==> src/hdl/cardsh_pkg.sv <==
// Shared types and constants for the card shuffle dealer.
// Holds the command codes, the sequencer states and the fixed field widths.
// No dependencies; every other file except the remainder unit imports this package.
package cardsh_pkg;

  // Fixed field widths of the command and result transactions.
  localparam int unsigned CMD_W  = 2;
  localparam int unsigned RAND_W = 8;
  localparam int unsigned CARD_W = 6;

  typedef enum logic [CMD_W-1:0] {
    CMD_RESTART = 2'd0,
    CMD_SWAP    = 2'd1,
    CMD_DEAL    = 2'd2
  } cmd_e;

  typedef enum logic [2:0] {
    ST_IDLE,
    ST_DIV,
    ST_WR_I,
    ST_WR_J,
    ST_DEAL_RD,
    ST_RESP
  } state_e;

endpackage

==> src/hdl/cardsh_if.sv <==
// Handshake interfaces for the command and result channels.
// Each carries valid, ready and the payload fields.
// Depends on cardsh_pkg for the field widths.
interface cardsh_cmd_if;
  import cardsh_pkg::*;

  logic              valid;
  logic              ready;
  logic [CMD_W-1:0]  command;
  logic [RAND_W-1:0] rand_byte;

  modport source (output valid, output command, output rand_byte, input ready);
  modport sink   (input valid, input command, input rand_byte, output ready);
endinterface

interface cardsh_res_if;
  import cardsh_pkg::*;

  logic              valid;
  logic              ready;
  logic [CARD_W-1:0] card;
  logic              card_valid;
  logic              deck_exhausted;
  logic              shuffle_done;

  modport source (output valid, output card, output card_valid, output deck_exhausted,
                  output shuffle_done, input ready);
  modport sink   (input valid, input card, input card_valid, input deck_exhausted,
                  input shuffle_done, output ready);
endinterface

==> src/hdl/card_shuffle_dealer.sv <==
// Card shuffle dealer: Fisher-Yates shuffle and dealing over a deck store.
// Restart and no-op commands go straight to the result stage, a deal reads the store first, and a
// swap step runs the one-bit-per-cycle remainder unit over RAND_BITS (at most 8) bits while
// entry i is read, then reads entry j and writes both entries back, one access per cycle.
// One command is in work at a time; a finished result waits in the output register.
// Reset (asynchronous, active low) restores identity order, no pending shuffle.
module card_shuffle_dealer #(
  parameter int unsigned DECK_ENTRIES = 52,
  parameter int unsigned RAND_BITS    = 8
) (
  input  logic         clk_i,
  input  logic         rst_ni,
  cardsh_cmd_if.sink   cmd_i,
  cardsh_res_if.source res_o
);
  import cardsh_pkg::*;

  // Address width of the store, width of the deal position (which counts up to
  // the deck size itself), and the random bits that actually reach the divider.
  localparam int unsigned ADDR_W = $clog2(DECK_ENTRIES);
  localparam int unsigned POS_W  = $clog2(DECK_ENTRIES + 1);
  localparam int unsigned RB     = (RAND_BITS < RAND_W) ? RAND_BITS : RAND_W;

  localparam logic [ADDR_W-1:0] LAST_IDX   = ADDR_W'(DECK_ENTRIES - 1);
  localparam logic [POS_W-1:0]  CARD_COUNT = POS_W'(DECK_ENTRIES);

  state_e state_q, state_d;

  logic [ADDR_W-1:0] swap_idx_q, swap_idx_d;
  logic [POS_W-1:0]  deal_pos_q, deal_pos_d;
  logic [CARD_W-1:0] held_q, held_d;

  // Result being assembled for the command in work.
  logic [CARD_W-1:0] res_card_q, res_card_d;
  logic              res_cv_q, res_cv_d;
  logic              res_exh_q, res_exh_d;

  // Output register toward the result channel.
  logic              out_valid_q, out_valid_d;
  logic [CARD_W-1:0] out_card_q, out_card_d;
  logic              out_cv_q, out_cv_d;
  logic              out_exh_q, out_exh_d;
  logic              out_done_q, out_done_d;

  logic              cmd_ready;
  logic              mod_start;
  logic              mod_done;
  logic [ADDR_W-1:0] mod_rem;
  logic [POS_W-1:0]  divisor;

  logic              mem_clear;
  logic              rd_en;
  logic [ADDR_W-1:0] rd_addr;
  logic [CARD_W-1:0] rd_data;
  logic              wr_en;
  logic [ADDR_W-1:0] wr_addr;
  logic [CARD_W-1:0] wr_data;

  // The swap partner is the random value modulo (swap index + 1).
  assign divisor = POS_W'(swap_idx_q) + 1'b1;

  cardsh_mod_unit #(
    .DIVIDEND_W (RB),
    .DIVISOR_W  (POS_W),
    .REM_W      (ADDR_W)
  ) u_mod (
    .clk_i      (clk_i),
    .rst_ni     (rst_ni),
    .start_i    (mod_start),
    .dividend_i (cmd_i.rand_byte[RB-1:0]),
    .divisor_i  (divisor),
    .done_o     (mod_done),
    .rem_o      (mod_rem)
  );

  cardsh_deck_mem #(
    .ENTRIES (DECK_ENTRIES),
    .ADDR_W  (ADDR_W)
  ) u_deck (
    .clk_i     (clk_i),
    .rst_ni    (rst_ni),
    .clear_i   (mem_clear),
    .rd_en_i   (rd_en),
    .rd_addr_i (rd_addr),
    .rd_data_o (rd_data),
    .wr_en_i   (wr_en),
    .wr_addr_i (wr_addr),
    .wr_data_i (wr_data)
  );

  // Sequencer. A swap reads entry i while the remainder unit runs, then reads
  // entry j once the remainder is known, and writes both entries back, entry i
  // first and then entry j. Only one store access is in flight at a time, so no
  // forwarding is needed: the read data register holds entry i until j is read.
  always_comb begin
    state_d     = state_q;
    swap_idx_d  = swap_idx_q;
    deal_pos_d  = deal_pos_q;
    held_d      = held_q;
    res_card_d  = res_card_q;
    res_cv_d    = res_cv_q;
    res_exh_d   = res_exh_q;
    out_valid_d = out_valid_q;
    out_card_d  = out_card_q;
    out_cv_d    = out_cv_q;
    out_exh_d   = out_exh_q;
    out_done_d  = out_done_q;
    cmd_ready   = 1'b0;
    mod_start   = 1'b0;
    mem_clear   = 1'b0;
    rd_en       = 1'b0;
    rd_addr     = '0;
    wr_en       = 1'b0;
    wr_addr     = '0;
    wr_data     = '0;

    // A result taken by the sink frees the output register.
    if (res_o.ready) begin
      out_valid_d = 1'b0;
    end

    case (state_q)
      ST_IDLE: begin
        cmd_ready = 1'b1;
        if (cmd_i.valid) begin
          res_card_d = '0;
          res_cv_d   = 1'b0;
          res_exh_d  = 1'b0;
          state_d    = ST_RESP;
          case (cmd_e'(cmd_i.command))
            CMD_RESTART: begin
              mem_clear  = 1'b1;
              swap_idx_d = LAST_IDX;
              deal_pos_d = '0;
            end
            CMD_SWAP: begin
              // With no shuffle pending the swap leaves everything as it is.
              if (swap_idx_q != '0) begin
                mod_start = 1'b1;
                rd_en     = 1'b1;
                rd_addr   = swap_idx_q;
                state_d   = ST_DIV;
              end
            end
            CMD_DEAL: begin
              if (deal_pos_q < CARD_COUNT) begin
                rd_en   = 1'b1;
                rd_addr = deal_pos_q[ADDR_W-1:0];
                state_d = ST_DEAL_RD;
              end else begin
                res_exh_d = 1'b1;
              end
            end
            default: begin
              // The unused command code does nothing.
            end
          endcase
        end
      end
      ST_DIV: begin
        if (mod_done) begin
          held_d  = rd_data;
          rd_en   = 1'b1;
          rd_addr = mod_rem;
          state_d = ST_WR_I;
        end
      end
      ST_WR_I: begin
        wr_en   = 1'b1;
        wr_addr = swap_idx_q;
        wr_data = rd_data;
        state_d = ST_WR_J;
      end
      ST_WR_J: begin
        wr_en      = 1'b1;
        wr_addr    = mod_rem;
        wr_data    = held_q;
        swap_idx_d = swap_idx_q - 1'b1;
        state_d    = ST_RESP;
      end
      ST_DEAL_RD: begin
        res_card_d = rd_data;
        res_cv_d   = 1'b1;
        deal_pos_d = deal_pos_q + 1'b1;
        state_d    = ST_RESP;
      end
      ST_RESP: begin
        if (!out_valid_q || res_o.ready) begin
          out_valid_d = 1'b1;
          out_card_d  = res_card_q;
          out_cv_d    = res_cv_q;
          out_exh_d   = res_exh_q;
          out_done_d  = (swap_idx_q == '0);
          state_d     = ST_IDLE;
        end
      end
      default: begin
        state_d = ST_IDLE;
      end
    endcase
  end

  always_ff @(posedge clk_i or negedge rst_ni) begin
    if (!rst_ni) begin
      state_q     <= ST_IDLE;
      swap_idx_q  <= '0;
      deal_pos_q  <= '0;
      out_valid_q <= 1'b0;
    end else begin
      state_q     <= state_d;
      swap_idx_q  <= swap_idx_d;
      deal_pos_q  <= deal_pos_d;
      out_valid_q <= out_valid_d;
    end
  end

  always_ff @(posedge clk_i) begin
    held_q     <= held_d;
    res_card_q <= res_card_d;
    res_cv_q   <= res_cv_d;
    res_exh_q  <= res_exh_d;
    out_card_q <= out_card_d;
    out_cv_q   <= out_cv_d;
    out_exh_q  <= out_exh_d;
    out_done_q <= out_done_d;
  end

  assign cmd_i.ready          = cmd_ready;
  assign res_o.valid          = out_valid_q;
  assign res_o.card           = out_card_q;
  assign res_o.card_valid     = out_cv_q;
  assign res_o.deck_exhausted = out_exh_q;
  assign res_o.shuffle_done   = out_done_q;

endmodule

==> src/hdl/cardsh_mod_unit.sv <==
// Iterative remainder unit: one restoring compare-and-subtract step per cycle.
// Computes dividend modulo divisor for the swap index selection.
// Depends on nothing but its parameters.
module cardsh_mod_unit #(
  parameter int unsigned DIVIDEND_W = 8,
  parameter int unsigned DIVISOR_W  = 6,
  parameter int unsigned REM_W      = 6
) (
  input  logic                  clk_i,
  input  logic                  rst_ni,
  input  logic                  start_i,
  input  logic [DIVIDEND_W-1:0] dividend_i,
  input  logic [DIVISOR_W-1:0]  divisor_i,
  output logic                  done_o,
  output logic [REM_W-1:0]      rem_o
);

  localparam int unsigned CNT_W = $clog2(DIVIDEND_W + 1);

  logic                  busy_q;
  logic                  done_q;
  logic [CNT_W-1:0]      cnt_q;
  logic [DIVIDEND_W-1:0] dvd_q;
  logic [DIVISOR_W-1:0]  div_q;
  logic [DIVISOR_W-1:0]  rem_q;
  logic [DIVISOR_W:0]    shifted;
  logic [DIVISOR_W:0]    diff;
  logic [DIVISOR_W-1:0]  rem_d;

  // The partial remainder stays below the divisor, so one subtract restores it.
  always_comb begin
    shifted = {rem_q, dvd_q[DIVIDEND_W-1]};
    diff    = shifted - {1'b0, div_q};
    if (shifted >= {1'b0, div_q}) begin
      rem_d = diff[DIVISOR_W-1:0];
    end else begin
      rem_d = shifted[DIVISOR_W-1:0];
    end
  end

  always_ff @(posedge clk_i or negedge rst_ni) begin
    if (!rst_ni) begin
      busy_q <= 1'b0;
      done_q <= 1'b0;
      cnt_q  <= '0;
    end else begin
      done_q <= 1'b0;
      if (start_i) begin
        busy_q <= 1'b1;
        cnt_q  <= CNT_W'(DIVIDEND_W);
      end else if (busy_q) begin
        cnt_q <= cnt_q - 1'b1;
        if (cnt_q == CNT_W'(1)) begin
          busy_q <= 1'b0;
          done_q <= 1'b1;
        end
      end
    end
  end

  always_ff @(posedge clk_i) begin
    if (start_i) begin
      dvd_q <= dividend_i;
      div_q <= divisor_i;
      rem_q <= '0;
    end else if (busy_q) begin
      dvd_q <= {dvd_q[DIVIDEND_W-2:0], 1'b0};
      rem_q <= rem_d;
    end
  end

  assign done_o = done_q;
  assign rem_o  = rem_q[REM_W-1:0];

endmodule

==> src/hdl/cardsh_deck_mem.sv <==
// Deck store: one write port and one registered read port.
// Per-entry valid bits make an unwritten entry read as its own index.
// Depends on cardsh_pkg for the card width.
module cardsh_deck_mem #(
  parameter int unsigned ENTRIES = 52,
  parameter int unsigned ADDR_W  = 6
) (
  input  logic                          clk_i,
  input  logic                          rst_ni,
  input  logic                          clear_i,
  input  logic                          rd_en_i,
  input  logic [ADDR_W-1:0]             rd_addr_i,
  output logic [cardsh_pkg::CARD_W-1:0] rd_data_o,
  input  logic                          wr_en_i,
  input  logic [ADDR_W-1:0]             wr_addr_i,
  input  logic [cardsh_pkg::CARD_W-1:0] wr_data_i
);
  import cardsh_pkg::*;

  logic [CARD_W-1:0] deck_mem_q [ENTRIES];
  logic [ENTRIES-1:0] valid_q;
  logic [CARD_W-1:0] rd_data_q;

  always_ff @(posedge clk_i or negedge rst_ni) begin
    if (!rst_ni) begin
      valid_q <= '0;
    end else if (clear_i) begin
      valid_q <= '0;
    end else if (wr_en_i) begin
      valid_q[wr_addr_i] <= 1'b1;
    end
  end

  always_ff @(posedge clk_i) begin
    if (wr_en_i) begin
      deck_mem_q[wr_addr_i] <= wr_data_i;
    end
  end

  // An entry never written since the last restart holds the identity value.
  always_ff @(posedge clk_i) begin
    if (rd_en_i) begin
      if (valid_q[rd_addr_i]) begin
        rd_data_q <= deck_mem_q[rd_addr_i];
      end else begin
        rd_data_q <= CARD_W'(rd_addr_i);
      end
    end
  end

  assign rd_data_o = rd_data_q;

endmodule

==> src/flat_wrapper.sv <==
// flat-port wrapper written by rule: the top's interface ports become plain ports
module card_shuffle_dealer_flat import cardsh_pkg::*;
#(
  parameter int unsigned DECK_ENTRIES = 52,
  parameter int unsigned RAND_BITS    = 8
)
  (clk_i, rst_ni, cmd_i_valid, cmd_i_command, cmd_i_rand_byte, cmd_i_ready, res_o_valid, res_o_card, res_o_card_valid, res_o_deck_exhausted, res_o_shuffle_done, res_o_ready);
  cardsh_cmd_if cmd_i_i ();
  cardsh_res_if res_o_i ();
  input  logic clk_i;
  input  logic rst_ni;
  input wire logic [$bits(cmd_i_i.valid)-1:0] cmd_i_valid;
  input wire logic [$bits(cmd_i_i.command)-1:0] cmd_i_command;
  input wire logic [$bits(cmd_i_i.rand_byte)-1:0] cmd_i_rand_byte;
  output wire logic [$bits(cmd_i_i.ready)-1:0] cmd_i_ready;
  output wire logic [$bits(res_o_i.valid)-1:0] res_o_valid;
  output wire logic [$bits(res_o_i.card)-1:0] res_o_card;
  output wire logic [$bits(res_o_i.card_valid)-1:0] res_o_card_valid;
  output wire logic [$bits(res_o_i.deck_exhausted)-1:0] res_o_deck_exhausted;
  output wire logic [$bits(res_o_i.shuffle_done)-1:0] res_o_shuffle_done;
  input wire logic [$bits(res_o_i.ready)-1:0] res_o_ready;
  assign cmd_i_i.valid = cmd_i_valid;
  assign cmd_i_i.command = cmd_i_command;
  assign cmd_i_i.rand_byte = cmd_i_rand_byte;
  assign cmd_i_ready = cmd_i_i.ready;
  assign res_o_valid = res_o_i.valid;
  assign res_o_card = res_o_i.card;
  assign res_o_card_valid = res_o_i.card_valid;
  assign res_o_deck_exhausted = res_o_i.deck_exhausted;
  assign res_o_shuffle_done = res_o_i.shuffle_done;
  assign res_o_i.ready = res_o_ready;
  card_shuffle_dealer #(.DECK_ENTRIES(DECK_ENTRIES), .RAND_BITS(RAND_BITS)) u_core (.clk_i(clk_i), .rst_ni(rst_ni), .cmd_i(cmd_i_i), .res_o(res_o_i));
endmodule
==> config.mk <==
export PLATFORM = sky130hd
export DESIGN_NAME = card_shuffle_dealer_flat
export DESIGN_NICKNAME = d
export VERILOG_FILES = /design/src/hdl/cardsh_pkg.sv /design/src/hdl/cardsh_if.sv /design/src/hdl/card_shuffle_dealer.sv /design/src/hdl/cardsh_mod_unit.sv /design/src/hdl/cardsh_deck_mem.sv /design/src/flat_wrapper.sv
export SDC_FILE = /design/constraint.sdc
export NUM_CORES = 1
export LEC_CHECK = 0
export BUFFER_PORTS_ARGS = -buffer_cell sky130_fd_sc_hd__buf_2
export CAP_MARGIN = 40
export CORE_UTILIZATION = 60
export DETAILED_ROUTE_END_ITERATION = 16
export GPL_TIMING_DRIVEN = 0
export MAX_ROUTING_LAYER = met4
export PLACE_DENSITY = 0.76
export SLEW_MARGIN = 30
export SYNTH_ARGS = -nofsm -noshare
export SYNTH_HDL_FRONTEND = slang
export SYNTH_SLANG_ARGS = --single-unit
==> constraint.sdc <==
create_clock -name clk_i -period 4.1 [get_ports clk_i]
set_clock_uncertainty 0.2 [all_clocks]
set_input_delay 0.205 -clock clk_i [delete_from_list [all_inputs] [get_ports clk_i]]
set_output_delay 0.205 -clock clk_i [all_outputs]
set_load 0.02 [all_outputs]
==> metrics.cfg <==
[run_status]
status=completed

[yosys]
async_flop_share_pct=17.0
synth-edff-count=355
yosysSeqAreaShare_pct=68.1
synth_cells=1517
synth-seq-cells=435
yosysWarnings=0
synth.distinct_cells=75
synth_nets=1546
syn_area_sq_mm=0.0186
syn_avg_cell_area_sq_um=12.2
synthFlopType=edfxtp_1

[timing]
hold_slack_ps=11.0
max_freq_mhz=244
worst_pin_slew_ps=984
slew_headroom_pct=34.4
finalSetupTns_ps=0
hold_violations=0
finalSetupViolations=0
fin_crit_ps=4090
fin_ws_ps=6.90
fin_crit_sh_pct=99.8
report.final.slew_viol_count=0

[detailed_routing]
drc_errors=0
num_vias=13032
drt_pass1_iterations=6
totalWireLength_um=50000
via_per_inst=6.36
first_iter_violations=1810
ant_nets=0
wire_per_inst_um=24.4

[setup_path]
critPathKind=reg2reg
cp.arrival_ps=4160
critPathCaptureType=flip-flop
crit_chain=inv_1 > ha_1 > or3b_4 > o311ai_4 > a22o_1 > buf_6 > buf_6 > buf_6 > clkbuf_4 > mux2i_1 > o2111ai_1 > o2111ai_1 > a32oi_1 > mux2i_1
cp.required_ps=4160
cpMaxStageDelayCell=dfrtp_1
cp-start-kind=flip-flop
path_common_cell=buf_6
path_buf_inv=5
cp_max_fo=10
worst_path_dominant_cell_family=compound AO/OA/AOI/OAI gates
critPathMaxStageDelay_ps=460
r2r_slack_ps=7

[finish]
largest_reg_flops=312
fin_nets=1649
area_growth_pct=14.4
final_area_sq_mm=0.0212
final_layout_size_suffix_gt1_share_pct=11.9
largest_registers=u_core.u_deck.deck_mem_q x312, u_core.u_deck.valid_q x52, u_core.u_mod.dvd_q x8
largest-register=u_core.u_deck.deck_mem_q

[clock_network]
cts_setup_buffers=0
clkTransAtPathRegs_ps=60
clkLatencyLatePin_ps=560
root_buffer=clkbuf_16
cts_tree=done
cts_buffers=45
htreeDepth=2
cts.sinks=435
cts_buffer_depth=3

[die]
coreArea_sq_mm=0.0305
rows=64
boundaryPins=25
die_y_um=178
start_util_pct=60.8
dieArea_sq_mm=0.0316
die_w_um=178

[grt]
grt_use_total_pct=33.1
grt_max_degree=43
antenna_found_initial=1
first_global_vias=12282
overflow=0
grt_pass1_wl_um=73800

[hold_path]
hp-class=in2async

[power]
cellInternalPower_mw=8.50
powerDensity_mw_per_mm2=554
pwr-share-clk_pct=35.7
p_seq_share_pct=47.6
combPwrFrac_pct=16.7
ir_worst_vdd_uv=332
p_sw_mw=3.25
p_sw_share_pct=27.6
p_leak_nw=8.23
power_mw=11.8

[place]
place_area_sq_mm=0.0195
gp_congestion=0.991
place_ws_ps=-43.7
dp_hpwl_um=34800
io_buffer_count=24

[flow_run]
max_cap_violations=0

-- cells by family after synthesis --
| family | Yosys count | share of synthesized area (%) |
|---|---|---|
| AND/OR/NAND/NOR | 694 | 15.9 |
| flip-flops | 435 | 68.1 |
| AO/OA/AOI/OAI | 171 | 6.86 |
| buffers and inverters | 104 | 2.82 |
| multiplexers | 83 | 4.54 |
| XOR/XNOR | 15 | 0.708 |
| adder cells (fa/ha/maj) | 15 | 1.05 |
-- routing by layer --
metal / GRT usage [%] / wire (um) / vias to the layer above
li1: - / - / 5689
met2: 50.1 / 23100 / 833
met1: 43.9 / 19800 / 6367
met5: - / 0 / -
met3: 7.39 / 5340 / 143
met4: 12.4 / 1830 / 0
-- cell usage after synthesis (6+ instances only) --
library cell / count / area share (%)
o21ai_0: 11 / 0.30
buf_2: 29 / 0.78
nand2_1: 297 / 6.0
mux2i_1: 73 / 3.9
buf_1: 8 / 0.16
inv_1: 23 / 0.47
mux2_2: 10 / 0.61
edfxtp_1: 355 / 57
nand4_1: 16 / 0.54
a32oi_1: 7 / 0.33
nand3_1: 112 / 3.0
a31oi_1: 15 / 0.51
xnor2_1: 7 / 0.33
a31o_1: 8 / 0.38
ha_1: 14 / 0.94
a211oi_1: 6 / 0.24
dfxtp_1: 6 / 0.65
and3_1: 9 / 0.30
dfrtp_1: 74 / 10
and2_1: 7 / 0.24
nor3_1: 10 / 0.27
buf_4: 10 / 0.40
nand2b_1: 6 / 0.20
xor2_1: 8 / 0.38
o2111ai_1: 11 / 0.52
buf_6: 8 / 0.49
o221ai_1: 7 / 0.33
nor2_1: 209 / 4.2
clkbuf_1: 26 / 0.53
a21oi_1: 52 / 1.4
-- power by group through the flow --
stage | registers [mW] | clock network, mW | logic (mW)
6_report | 5.59 | 4.20 | 1.97
5_1_grt | 5.62 | 4.38 | 2.14
4_1_cts | 5.57 | 4.21 | 1.92
3_5_place_dp | 5.65 | 0 | 1.89
3_3_place_gp | 5.64 | 0 | 1.77
2_1_floorplan | 5.57 | 0 | 1.34
-- layout by cell type (no fill, tap or decap), types with 7 or more instances in the layout --
| master | synthesis | final |
|---|---|---|
| xor2_1 | 8 | 8 |
| nand2_1 | 297 | 297 |
| buf_4 | 10 | 21 |
| mux2i_1 | 73 | 73 |
| inv_1 | 23 | 23 |
| dfrtp_1 | 74 | 74 |
| nand4_1 | 16 | 16 |
| xnor2_1 | 7 | 7 |
| nor2_1 | 209 | 202 |
| a31o_1 | 8 | 8 |
| edfxtp_1 | 355 | 355 |
| buf_1 | 8 | 7 |
| dlygate4sd3_1 | 0 | 11 |
| a31oi_1 | 15 | 15 |
| buf_2 | 29 | 46 |
| clkbuf_16 | 0 | 45 |
| mux2_2 | 10 | 10 |
| ha_1 | 14 | 14 |
| o221ai_1 | 7 | 7 |
| buf_16 | 0 | 7 |
| o21ai_0 | 11 | 11 |
| clkbuf_1 | 26 | 33 |
| o2111ai_1 | 11 | 11 |
| a32oi_1 | 7 | 7 |
| nor3_1 | 10 | 10 |
| and2_1 | 7 | 7 |
| and3_1 | 9 | 9 |
| a21oi_1 | 52 | 52 |
| nand3_1 | 112 | 112 |
| buf_6 | 8 | 8 |
| bufinv_16 | 0 | 7 |
-- area by class of cell --
cell class                      instances  area, sq um
Clock inverter                         19          288
Fill cell                            2070         9280
Clock buffer                           60         1210
Timing Repair Buffer                   57          591
Inverter                               23         86.3
Tap cell                              396          495
Buffer                                 80          458
Multi-Input combinational cell        978         5460
Antenna cell                            1         2.50
Sequential cell                       435        12600
-- worst paths after layout --
check | cells past startpoint | from | to
setup / recovery | 14 | u_core.swap_idx_q[1] | u_core.u_deck.rd_data_o[4]
hold / removal | 3 | rst_ni | u_core.u_deck.valid_q[38]
setup reg to reg | 14 | u_core.swap_idx_q[1] | u_core.u_deck.rd_data_o[4]
hold reg to reg | 0 | u_core.res_card_q[5] | u_core.res_o.card[5]
max in group asynchronous | 3 | rst_ni | u_core.u_deck.valid_q[28]
min in group clk_i | 5 | cmd_i_command[1] | u_core.swap_idx_q[5]
-- per-stage QoR --
step                utilization [%]  std cells
floorplan                         -       1517
global placement               62.8       1937
detailed placement             64.0       1952
CTS                            69.3       2042
global route                   69.6       2049
finish                         69.6       2049
-- repair_timing --
action                                  CTS  global route
hold endpoints to repair                 90             0
resized for setup                         2            18
hold buffers                             12             0
pin swaps                                 0             0
gates cloned                              0             0
endpoints found under the setup margin    5             6
-- worst min-delay path: stages --
cell,delay [ps]
dlygate4sd3_1,530
buf_4,160
buf_12,230
No activity file was read; power rests on OpenSTA's default activity.
